===== src/hw/rtl/bfm_pkg.sv =====
// ----------------------------------------------------------------------------
// bfm_pkg: shared types and constants of the tape-language machine core
// Symbol codes, operation codes, status codes and the queued item type.
// ----------------------------------------------------------------------------
package bfm_pkg;

    localparam int TAPE_CELLS    = 4096;
    localparam int PROGRAM_DEPTH = 4096;
    localparam int CELL_W        = $clog2(TAPE_CELLS);
    localparam int PADDR_W       = $clog2(PROGRAM_DEPTH);
    localparam int PC_W          = 13;
    localparam int DATA_W        = 32;

    localparam logic [1:0] OP_APPEND = 2'd0;
    localparam logic [1:0] OP_CLEAR  = 2'd1;
    localparam logic [1:0] OP_NEW    = 2'd2;
    localparam logic [1:0] OP_STEP   = 2'd3;

    localparam logic [2:0] ST_RUN          = 3'd0;
    localparam logic [2:0] ST_END          = 3'd1;
    localparam logic [2:0] ST_PAST_END     = 3'd2;
    localparam logic [2:0] ST_BEFORE_START = 3'd3;
    localparam logic [2:0] ST_NO_CLOSE     = 3'd4;
    localparam logic [2:0] ST_NO_OPEN      = 3'd5;

    localparam logic [7:0] SYM_INC   = 8'h2B;
    localparam logic [7:0] SYM_DEC   = 8'h2D;
    localparam logic [7:0] SYM_RIGHT = 8'h3E;
    localparam logic [7:0] SYM_LEFT  = 8'h3C;
    localparam logic [7:0] SYM_OUT   = 8'h2E;
    localparam logic [7:0] SYM_IN    = 8'h2C;
    localparam logic [7:0] SYM_OPEN  = 8'h5B;
    localparam logic [7:0] SYM_CLOSE = 8'h5D;

    typedef struct packed {
        logic [1:0]        operation;
        logic [7:0]        symbol;
        logic [DATA_W-1:0] in_value;
    } item_t;

endpackage


===== src/hw/rtl/bfm_front.sv =====
// ----------------------------------------------------------------------------
// bfm_front: command intake
// Takes command beats into a two-entry queue that feeds the execution unit.
// ----------------------------------------------------------------------------
module bfm_front (
    input  logic          clk,
    input  logic          rst_n,
    input  logic          push,
    input  bfm_pkg::item_t push_item,
    output logic          full,
    input  logic          pop,
    output logic          q_valid,
    output bfm_pkg::item_t q_item
);
    import bfm_pkg::*;

    item_t      slot_reg [2];
    logic       wptr_reg;
    logic       wptr_next;
    logic       rptr_reg;
    logic       rptr_next;
    logic [1:0] count_reg;
    logic [1:0] count_next;
    logic       do_pop;

    assign full    = (count_reg == 2'd2);
    assign q_valid = (count_reg != 2'd0);
    assign q_item  = slot_reg[rptr_reg];
    assign do_pop  = pop && q_valid;

    always_comb
    begin
        wptr_next  = push ? ~wptr_reg : wptr_reg;
        rptr_next  = do_pop ? ~rptr_reg : rptr_reg;
        count_next = count_reg + {1'b0, push} - {1'b0, do_pop};
    end

    always_ff @(posedge clk)
    begin
        if (push)
        begin
            slot_reg[wptr_reg] <= push_item;
        end
    end

    always_ff @(posedge clk or negedge rst_n)
    begin
        if (!rst_n)
        begin
            wptr_reg  <= 1'b0;
            rptr_reg  <= 1'b0;
            count_reg <= 2'd0;
        end
        else
        begin
            wptr_reg  <= wptr_next;
            rptr_reg  <= rptr_next;
            count_reg <= count_next;
        end
    end

endmodule


===== config.mk =====
export PLATFORM = sky130hd
export DESIGN_NAME = bfm_front
export DESIGN_NICKNAME = d
export VERILOG_FILES = /design/src/hw/rtl/bfm_pkg.sv /design/src/hw/rtl/bfm_front.sv
export SDC_FILE = /design/constraint.sdc
export NUM_CORES = 1
export LEC_CHECK = 0
export BUFFER_PORTS_ARGS = -buffer_cell sky130_fd_sc_hd__buf_2
export CORE_AREA = 2 2 82 84
export DETAILED_ROUTE_END_ITERATION = 8
export DIE_AREA = 0 0 84 86
export PLACE_DENSITY_LB_ADDON = 0.05
export SETUP_SLACK_MARGIN = 0.1
export SLEW_MARGIN = 0
export SYNTH_ARGS = -nofsm -noshare
export SYNTH_HDL_FRONTEND = slang
export SYNTH_SLANG_ARGS = --single-unit

===== constraint.sdc =====
create_clock -name clk -period 6.6 [get_ports clk]
set_input_delay 0.99 -clock clk [delete_from_list [all_inputs] [get_ports clk]]
set_output_delay 0.99 -clock clk [all_outputs]
set_load 0.1 [all_outputs]

==> summary.md, run 1 <==
• finished, final reports clean — outcome
• 7.07 ps — Worst Clk Skew
• 4.04% — met3 routing resource usage after global routing
• 0.763 — routability cong.
• 447 — fill cell count
• 0 — number of max-cap violations
• 86 um — y dimension of the die
• 0 — n_diodes
• 0 — Yosys Warn Count
• 0 — Slew Viols, Final
• 18.0% — proportion of synthesized area in mux cells
• 65.9% — final core utilization
• 0 — final count of hold timing violations
• 15.2% — GRT Util Overall
• 0 — CTS Hold Bufs
• 0.729% — Post-Synth Adder-Cell Area
• 3430 um2 — cell area after synthesis
• 0 — Residual DRC
• sky130_fd_sc_hd__buf_2 — most common library cell in the layout ignoring fill and taps
• 3 — H-tree lvl count
• 2 — buffers from clock root to sink, at most
• 23.2 um2 — mean instance size in the synthesized netlist
• 292 — net total in the final layout
• 0.307 GHz — upper clock frequency limit
• 1680 — via count of the first global-routing pass
• 0.219% — share of the synthesized area in compound gates (AO/OA/AOI/OAI)
• 14 — number of distinct standard cells referenced by the synthesized netlist
• 80 ps — clock slew at reported path FFs
• 87 — Starting DRT DRC Count
• 84 um — die width
• 4 — detailed-router iteration count before antenna repair
• 84 — number of flip-flops in the largest register
• 196 — number of nets produced by synthesis
• sky130_fd_sc_hd__edfxtp_1 (73%), sky130_fd_sc_hd__mux2_4 (17%), sky130_fd_sc_hd__dfrtp_1 (2.9%), sky130_fd_sc_hd__buf_12 (2.3%), sky130_fd_sc_hd__mux2_2 (0.98%) — top cells by area in the synthesized netlist
• 49.4% — period utilisation layout
• 330 ps — clock latency on the worst-skew pair
• 24 — Max FO, Critical Path
• sky130_fd_sc_hd__buf_2 (89), sky130_fd_sc_hd__edfxtp_1 (84), sky130_fd_sc_hd__mux2_4 (39) — commonest non-fill, non-tap cells in the layout
• 1 — path depth of the worst reg2reg path
• met2 — most congested layer reported by global routing
• 3260 ps — Min Clock Period, post-route
• 15.9 um — wire length per cell
• 0.729% — simple-gate area share of the yosys netlist
• 449 ps — worst slack on hold paths
• slot_reg[0][13] — endpoint of the lowest-slack register-to-register path
• 5610 ps — required time of the critical path
• 54.7% — initial cell density of the core
• 43 — largest net degree at the start of global routing
• 0 — remaining global-route overflow
• 89 — count of buffers inserted at the top-level ports
• built — TritonCTS clock tree
• 5.19 mm — sum of routed wire length over all layers
• 1210 ps — slew of the pin with the lowest slew margin
• q_item[27] — worst setup path end
• 1592 — number of vias after detailed routing
• false — RSZ-0062 raised after global routing
• flop to primary output — Worst Setup Path Type
• 76.4% — sequential fraction of the synthesis area
• input port to asynchronous set/reset pin — worst min path class
• 9 — total CTS buffers
• 0 — post-CTS repair timing setup buffer count
• 148 — gate count of the mapped netlist
• 2270 ps — data arrival time at the worst-slack endpoint
• 7220 um2 — area of the die
• 0 — Antenna Nets Post-Route
• 73.5% — portion of synthesized cell area occupied by the leading cell type
• 6280 um2 — Core Area
• wptr_reg — start of the worst register-to-register path
• 4.88 — Vias per Instance
• primary output — type of destination of the critical path
• 3.54 mm — placed wire-length estimate after detailed placement
• 60.2% — fraction of layout instances using a drive strength above 1
• 1.02% — synthesized-area fraction occupied by xor and xnor cells
• sky130_fd_sc_hd__clkbuf_8 — library cell used as clock root buffer
• 0 — antenna violations before repair
• rptr_reg — crit path from
• 88 — synthesized flop and latch total
• flop — Worst setup SP type
• 20.4% — synthesis-to-finish area growth
• 29 — total number of placement rows
• 0 — Final Setup Violations
• 4820 ps — register-to-register setup slack
• 88 — sink count of the clock tree
• 0 ps — summed negative setup slack over all endpoints
• 8.21 mm — global-route wire length before repair
• 17.8% — met1 track demand over resource
• sky130_fd_sc_hd__edfxtp_1 — post-synth top area cell
• 0 — Resized cells post-CTS
• 19.5% — worst slew margin relative to its limit
• 90 — io pins
• 26.5% — global routing usage on met2
• multiplexers — main combinational cell family by area after synthesis
-- cell type report --
type,instances,area (um2),share of cell area [%]
Clock buffer,9,124,3.00
Multi-Input combinational cell,53,721,17.4
Timing Repair Buffer,90,453,11.0
Clock inverter,7,110,2.66
Inverter,2,7.51,0.182
Sequential cell,88,2620,63.4
Tap cell,77,96.3,2.33
-- kinds of logic (layout without fill, tap and decap cells) --
| group | Yosys count | in the layout |
|---|---|---|
| mux | 42 | 42 |
| simple gates | 4 | 4 |
| buf+inv | 7 | 108 |
| xor+xnor | 4 | 4 |
| fa+ha+maj | 2 | 2 |
| compound gates | 1 | 1 |
| flops | 88 | 88 |
-- synth_stat cells, drive strengths merged --
master	number
dfrtp	4
inv	2
mux2	42
ha	2
edfxtp	84
o21a	1
nor2b	2
or2	1
xnor2	2
xor2	2
and2	1
buf	5
-- worst max-delay path, cell delays in order (launching register included) --
cell and delay [ps]:
sky130_fd_sc_hd__dfrtp_2 750, sky130_fd_sc_hd__buf_4 510, sky130_fd_sc_hd__mux2_4 250, sky130_fd_sc_hd__buf_2 420
-- through the flow --
step           setup slack, ps  cell area (um2)  instances
4_1_cts                   3300             4140        326
6_report                  3340             4140        326
2_1_floorplan             3290             3430        148
5_1_grt                   3230             4140        326
3_5_place_dp              3680             3900        310
3_3_place_gp              3730             3900        310
-- layer usage --
layer	wire [um]	vias to the layer above
met5	0	-
met4	88	0
met3	300	9
met2	2730	55
met1	2080	764
li1	-	764
-- worst min-delay path by stage --
| stage | end | slack [ps] | cells after the start |
|---|---|---|---|
| floorplan | wptr_reg | 460 | 1 |
| global placement | wptr_reg | 520 | 1 |
| detailed placement | wptr_reg | 530 | 1 |
| CTS | count_reg[1] | 430 | 1 |
| global route | count_reg[1] | 430 | 1 |
| finish | count_reg[1] | 450 | 1 |
Power of run 1 is left out: the tool's default activity adds up to more than one toggle a clock period on the data nets, which glitch-free logic cannot reach.
==> run 2, diff against run 1 <==
--- a/config.mk
+++ b/config.mk
@@ -5,10 +5,11 @@
 export SDC_FILE = /design/constraint.sdc
 export NUM_CORES = 1
 export LEC_CHECK = 0
+export ABC_AREA = 1
 export BUFFER_PORTS_ARGS = -buffer_cell sky130_fd_sc_hd__buf_2
-export CORE_AREA = 2 2 82 84
+export CORE_AREA = 2 2 87 89
 export DETAILED_ROUTE_END_ITERATION = 8
-export DIE_AREA = 0 0 84 86
+export DIE_AREA = 0 0 89 91
 export PLACE_DENSITY_LB_ADDON = 0.05
 export SETUP_SLACK_MARGIN = 0.1
 export SLEW_MARGIN = 0
==> constraint.sdc (replaced) <==
create_clock -name clk -period 2.65 [get_ports clk]
set_input_delay 0.3975 -clock clk [delete_from_list [all_inputs] [get_ports clk]]
set_output_delay 0.3975 -clock clk [all_outputs]
set_load 0.1 [all_outputs]
==> summary.md, run 2 <==
• finished, final reports clean — outcome
• 2620 um2 — Reg area, unchanged
• 3310 um2 — cell area after synthesis, -3.6%
• 2 — crit path buf inv count, unchanged
• sky130_fd_sc_hd__nand2_1 — most frequent cell on the critical path
• 0 — number of max-cap violations, unchanged
• 84 — number of flops mapped to enable cells by yosys, unchanged
• sky130_fd_sc_hd__nand2_1 — most common library cell in the layout ignoring fill and taps
• 94 — Starting DRT DRC Count, +8.0%
• 2 — buffers from clock root to sink, at most, unchanged
• 59.9% — worst slew margin relative to its limit, +40 points
• 0 — final count of hold timing violations, unchanged
• 1980 — via count of the first global-routing pass, +18%
• 2250 ps — required time of the critical path, -3360 ps
• sky130_fd_sc_hd__nand2_1 — count leader, synth
• 6.98 ps — Worst Clk Skew, -0.0862 ps
• 0.456 GHz — upper clock frequency limit
• 7140 um2 — Core Area, +14%
• 46.4% — initial cell density of the core, -8.3 points
• 79.2% — sequential fraction of the synthesis area, +2.9 points
• 0 — Final Setup Violations, unchanged
• 9 — total CTS buffers, unchanged
• 3.78 mm — placed wire-length estimate after detailed placement, +6.8%
• 22.3% — synthesis-to-finish area growth
• false — RSZ-0062 raised after global routing
• 0 — Residual DRC, unchanged
• 1 — CTS Hold Bufs, +1
• buffers and inverters — Worst path top cell family by delay
• 32.2% — fraction of layout instances using a drive strength above 1, -28 points
• 569 um2 — multi-input logic area, -21%
• 0 — n_diodes, unchanged
• 15.6% — GRT Util Overall, +0.45 points
• 0 — Yosys Warn Count, unchanged
• sky130_fd_sc_hd__edfxtp_1 — post-synth top area cell
• 249 — gate count of the mapped netlist, +68%
• 530 ps — largest incremental delay on the critical path, -220 ps
• 44 — largest net degree at the start of global routing, +2.3%
• 394 — net total in the final layout, +35%
• 88 — synthesized flop and latch total, unchanged
• 600 ps — slew of the pin with the lowest slew margin, -606 ps
• 0 — Antenna Nets Post-Route, unchanged
• 0 — Slew Viols, Final, unchanged
• 4 — detailed-router iteration count before antenna repair, unchanged
• primary output — type of destination of the critical path
• 91 um — y dimension of the die, +5.8%
• 8100 um2 — area of the die, +12%
• 89 um — die width, +6.0%
• 31 — total number of placement rows, +6.9%
• 9.29 mm — global-route wire length before repair, +13%
• 0 — antenna violations before repair, unchanged
• 0.808 — routability cong., +5.8%
• 43 — Max FO, Critical Path, +79%
• flop — Worst setup SP type
• 89 — count of buffers inserted at the top-level ports, unchanged
• inv_6 > nand2_1 > nand2_1 > buf_2 — crit-path cells
• 56.7% — final core utilization, -9.1 points
• input port to flop — worst min path class
• sky130_fd_sc_hd__nand2_1 (136), sky130_fd_sc_hd__edfxtp_1 (84), sky130_fd_sc_hd__inv_1 (8), sky130_fd_sc_hd__buf_6 (5) — synth cell count leaders
• 297 — number of nets produced by synthesis, +52%
• sky130_fd_sc_hd__edfxtp_1 — most used flip-flop cell after synthesis
• 0 ps — summed negative setup slack over all endpoints, unchanged
• 340 ps — clock latency on the worst-skew pair, about the same
• 4.55% — share of async-settable or async-resettable flops after synthesis, unchanged
• built — TritonCTS clock tree
• 0 — remaining global-route overflow, unchanged
• 84 — number of flip-flops in the largest register, unchanged
• 618 — fill cell count, +38%
• 2013 — number of vias after detailed routing, +26%
• 0 — post-CTS repair timing setup buffer count, unchanged
• sky130_fd_sc_hd__dfrtp_2 — cell with the largest stage delay on the worst path
• 0 — Resized cells post-CTS, unchanged
• sky130_fd_sc_hd__edfxtp_1 (76%), sky130_fd_sc_hd__nand2_1 (15%), sky130_fd_sc_hd__dfrtp_1 (3.0%), sky130_fd_sc_hd__buf_6 (1.7%), sky130_fd_sc_hd__buf_4 (0.91%) — top cells by area in the synthesized netlist
• 4.47 — Vias per Instance, -8.4%
• 82.8% — period utilisation layout
• sky130_fd_sc_hd__nand2_1 (136), sky130_fd_sc_hd__buf_2 (89), sky130_fd_sc_hd__edfxtp_1 (84) — commonest non-fill, non-tap cells in the layout
• 80 ps — clock slew at reported path FFs, about the same
• 88 — sink count of the clock tree, unchanged
• 3 — H-tree lvl count, unchanged
• flop to primary output — Worst Setup Path Type
• 242 ps — worst slack on hold paths, -207 ps
• 13.1 um — wire length per cell, -18%
• 11 — number of distinct standard cells referenced by the synthesized netlist, -3
• 13.3 um2 — mean instance size in the synthesized netlist, -43%
• 2200 ps — Min Clock Period, post-route
• sky130_fd_sc_hd__clkbuf_8 — library cell used as clock root buffer
• 90 — io pins, unchanged
• 5.88 mm — sum of routed wire length over all layers, +13%
• 1800 ps — data arrival time at the worst-slack endpoint, -470 ps
• 76.2% — portion of synthesized cell area occupied by the leading cell type, +2.7 points
run 2: cell families after synthesis:
group	share of synthesized area [%]
XOR/XNOR	0.265
buffers and inverters	3.78
flip-flops	79.2
adder cells (fa/ha/maj)	0.756
AND/OR/NAND/NOR	16.0
run 2: final cells by class:
class | instances | share of cell area, %
sequential | 88 | 64.8
multi-input combinational | 143 | 14.1
timing repair buffer | 95 | 12.5
clock buffer | 10 | 3.15
tap | 99 | 3.06
clock inverter | 6 | 1.48
inverter | 9 | 0.958
run 2: per-layer routing:
layer / track usage [%] / up-vias / part of all wire (%)
met5: 0 / - / 0
met4: 8.08 / 0 / 1.2
met3: 4.36 / 8 / 5.5
met2: 24.2 / 65 / 49
met1: 19.9 / 919 / 44
li1: - / 1021 / -
run 2: path summary, 6_finish.rpt:
path / startpoint / to / slack, ps / depth (start not counted)
max in group asynchronous: rst_n / rptr_reg / 2100 / 2
hold / removal: push_item[32] / slot_reg[1][32] / 240 / 1
setup / recovery: rptr_reg / q_item[5] / 450 / 4
min in group asynchronous: rst_n / count_reg[1] / 390 / 2
setup reg to reg: wptr_reg / slot_reg[0][40] / 1150 / 2
hold reg to reg: wptr_reg / wptr_reg / 550 / 1
run 2: per-stage QoR:
step	worst slack, ps	cell area, um2	instances
CTS	412	4050	450
global route	278	4050	450
finish	455	4050	450
floorplan	619	3310	249
detailed placement	790	3850	433
global placement	793	3850	433
Power of run 2 is left out for the same reason.
==> run 3, diff against run 2 <==
--- a/config.mk
+++ b/config.mk
@@ -7,9 +7,9 @@
 export LEC_CHECK = 0
 export ABC_AREA = 1
 export BUFFER_PORTS_ARGS = -buffer_cell sky130_fd_sc_hd__buf_2
-export CORE_AREA = 2 2 87 89
+export CORE_AREA = 2 2 84 86
 export DETAILED_ROUTE_END_ITERATION = 8
-export DIE_AREA = 0 0 89 91
+export DIE_AREA = 0 0 86 88
 export PLACE_DENSITY_LB_ADDON = 0.05
 export SETUP_SLACK_MARGIN = 0.1
 export SLEW_MARGIN = 0
==> constraint.sdc (replaced) <==
create_clock -name clk -period 2.2 [get_ports clk]
set_input_delay 0.33 -clock clk [delete_from_list [all_inputs] [get_ports clk]]
set_output_delay 0.33 -clock clk [all_outputs]
set_load 0.1 [all_outputs]
==> summary.md, run 3 (synthesized netlist as in run 2, its figures left out) <==
• finished, final reports clean — outcome
• 44 — largest net degree at the start of global routing, unchanged
• sky130_fd_sc_hd__nand2_1 — most common library cell in the layout ignoring fill and taps
• sky130_fd_sc_hd__nand2_1 — most frequent cell on the critical path
• 4.97 — Vias per Instance, +11%
• 1640 ps — data arrival time at the worst-slack endpoint, -160 ps
• 0 — n_diodes, unchanged
• 84 — number of flip-flops in the largest register, unchanged
• inv_6 > nand2_1 > nand2_1 > buf_12 — crit-path cells
• 89.7% — period utilisation layout
• 0.747 — routability cong., -7.6%
• built — TritonCTS clock tree
• 0.507 GHz — upper clock frequency limit
• 0 — Antenna Nets Post-Route, unchanged
• 2081 — via count of the first global-routing pass, +5.1%
• 4 — detailed-router iteration count before antenna repair, unchanged
• sky130_fd_sc_hd__nand2_1 (136), sky130_fd_sc_hd__edfxtp_1 (84), sky130_fd_sc_hd__buf_2 (47) — commonest non-fill, non-tap cells in the layout
• 43 — Max FO, Critical Path, unchanged
• 42.0% — synthesis-to-finish area growth
• 0 — final count of hold timing violations, unchanged
• 0 — number of max-cap violations, unchanged
• 0 — Residual DRC, unchanged
• 1970 ps — Min Clock Period, post-route
• 497 ps — slew of the pin with the lowest slew margin, -102 ps
• 431 — number of standard cells in the layout, taps in and fillers out, -4.2%
• primary output — type of destination of the critical path
• 2620 um2 — Reg area, unchanged
• 1870 ps — required time of the critical path, -380 ps
• 9.56 mm — global-route wire length before repair, +2.9%
• 0 — Slew Viols, Final, unchanged
• 7570 um2 — area of the die, -6.6%
• 125 — Starting DRT DRC Count, +33%
• flop — Worst setup SP type
• 86 um — die width, -3.4%
• 90 — io pins, unchanged
• 89 — count of buffers inserted at the top-level ports, unchanged
• input port to flop — worst min path class
• 415 — placed instance count, -4.2%
• 452 — fill cell count, -27%
• flop to primary output — Worst Setup Path Type
• 0 — Final Setup Violations, unchanged
• 80 ps — clock slew at reported path FFs, about the same
• 395 — net total in the final layout, +0.25%
• 2140 — number of vias after detailed routing, +6.3%
• 30 — total number of placement rows, -3.2%
• 3.97 mm — placed wire-length estimate after detailed placement, +4.9%
• 569 um2 — multi-input logic area, unchanged
• 175 ps — worst slack on hold paths, -66.7 ps
• false — RSZ-0062 raised after global routing
• sky130_fd_sc_hd__clkbuf_8 — library cell used as clock root buffer
• 0 — antenna violations before repair, unchanged
• 2 — crit path buf inv count, unchanged
• 67.1% — worst slew margin relative to its limit, +7.1 points
• 3 — H-tree lvl count, unchanged
• 340 ps — clock latency on the worst-skew pair, about the same
• 88 — sink count of the clock tree, unchanged
• 49.8% — initial cell density of the core, +3.4 points
• 31.6% — fraction of layout instances using a drive strength above 1, -0.57 points
• flip-flops — Worst path top cell family by delay
• 8.18 ps — Worst Clk Skew, +1.20 ps
• 0 ps — summed negative setup slack over all endpoints, unchanged
• 17.1% — GRT Util Overall, +1.5 points
• 0 — remaining global-route overflow, unchanged
• 6.07 mm — sum of routed wire length over all layers, +3.3%
• sky130_fd_sc_hd__dfrtp_2 — cell with the largest stage delay on the worst path
• 550 ps — largest incremental delay on the critical path, +20 ps
• 9 — total CTS buffers, unchanged
• 0 — Resized cells post-CTS, unchanged
• 2 — buffers from clock root to sink, at most, unchanged
• 88 um — y dimension of the die, -3.3%
• 6640 um2 — Core Area, -6.9%
• 14.1 um — wire length per cell, +7.8%
-- run 3: area by class of cell --
type	count	share of cell area [%]
Tap cell	80	2.13
Clock inverter	4	2.00
Timing Repair Buffer	96	24.3
Sequential cell	88	55.8
Multi-Input combinational cell	143	12.1
Clock buffer	11	2.79
Inverter	9	0.825
-- run 3: what timing repair did --
item                      4_1_cts  5_1_grt
hold endpoints to repair        4        0
buffers inserted                0        0
hold buffers                    1        0
-- run 3: path summary, 6_finish.rpt --
kind | from | to | slack (ps) | cells after the start
max in group asynchronous | rst_n | rptr_reg | 1730 | 2
hold / removal | push_item[19] | slot_reg[1][19] | 170 | 1
setup / recovery | rptr_reg | q_item[6] | 230 | 4
hold reg to reg | wptr_reg | wptr_reg | 560 | 1
min in group asynchronous | rst_n | count_reg[0] | 340 | 2
setup reg to reg | count_reg[0] | count_reg[1] | 780 | 9
-- run 3: through the flow --
step / utilization, % / setup slack [ps] / cell area (um2)
after global placement: 67.2 / 612 / 4470
after detailed placement: 67.2 / 589 / 4470
after floorplan: - / 198 / 3310
after CTS: 70.8 / 205 / 4700
final: 70.8 / 226 / 4700
after global routing: 70.8 / 107 / 4700
-- run 3: per-layer routing --
metal / vias up / track usage, % / wire length [um] / share of wire, %
met2: 82 / 28.0 / 3230 / 53
li1: 1019 / - / - / -
met1: 1031 / 20.7 / 2280 / 38
met5: - / 0 / 0 / 0
met4: 0 / 9.09 / 81 / 1.3
met3: 8 / 5.00 / 485 / 8.0
Power of run 3 is left out for the same reason.
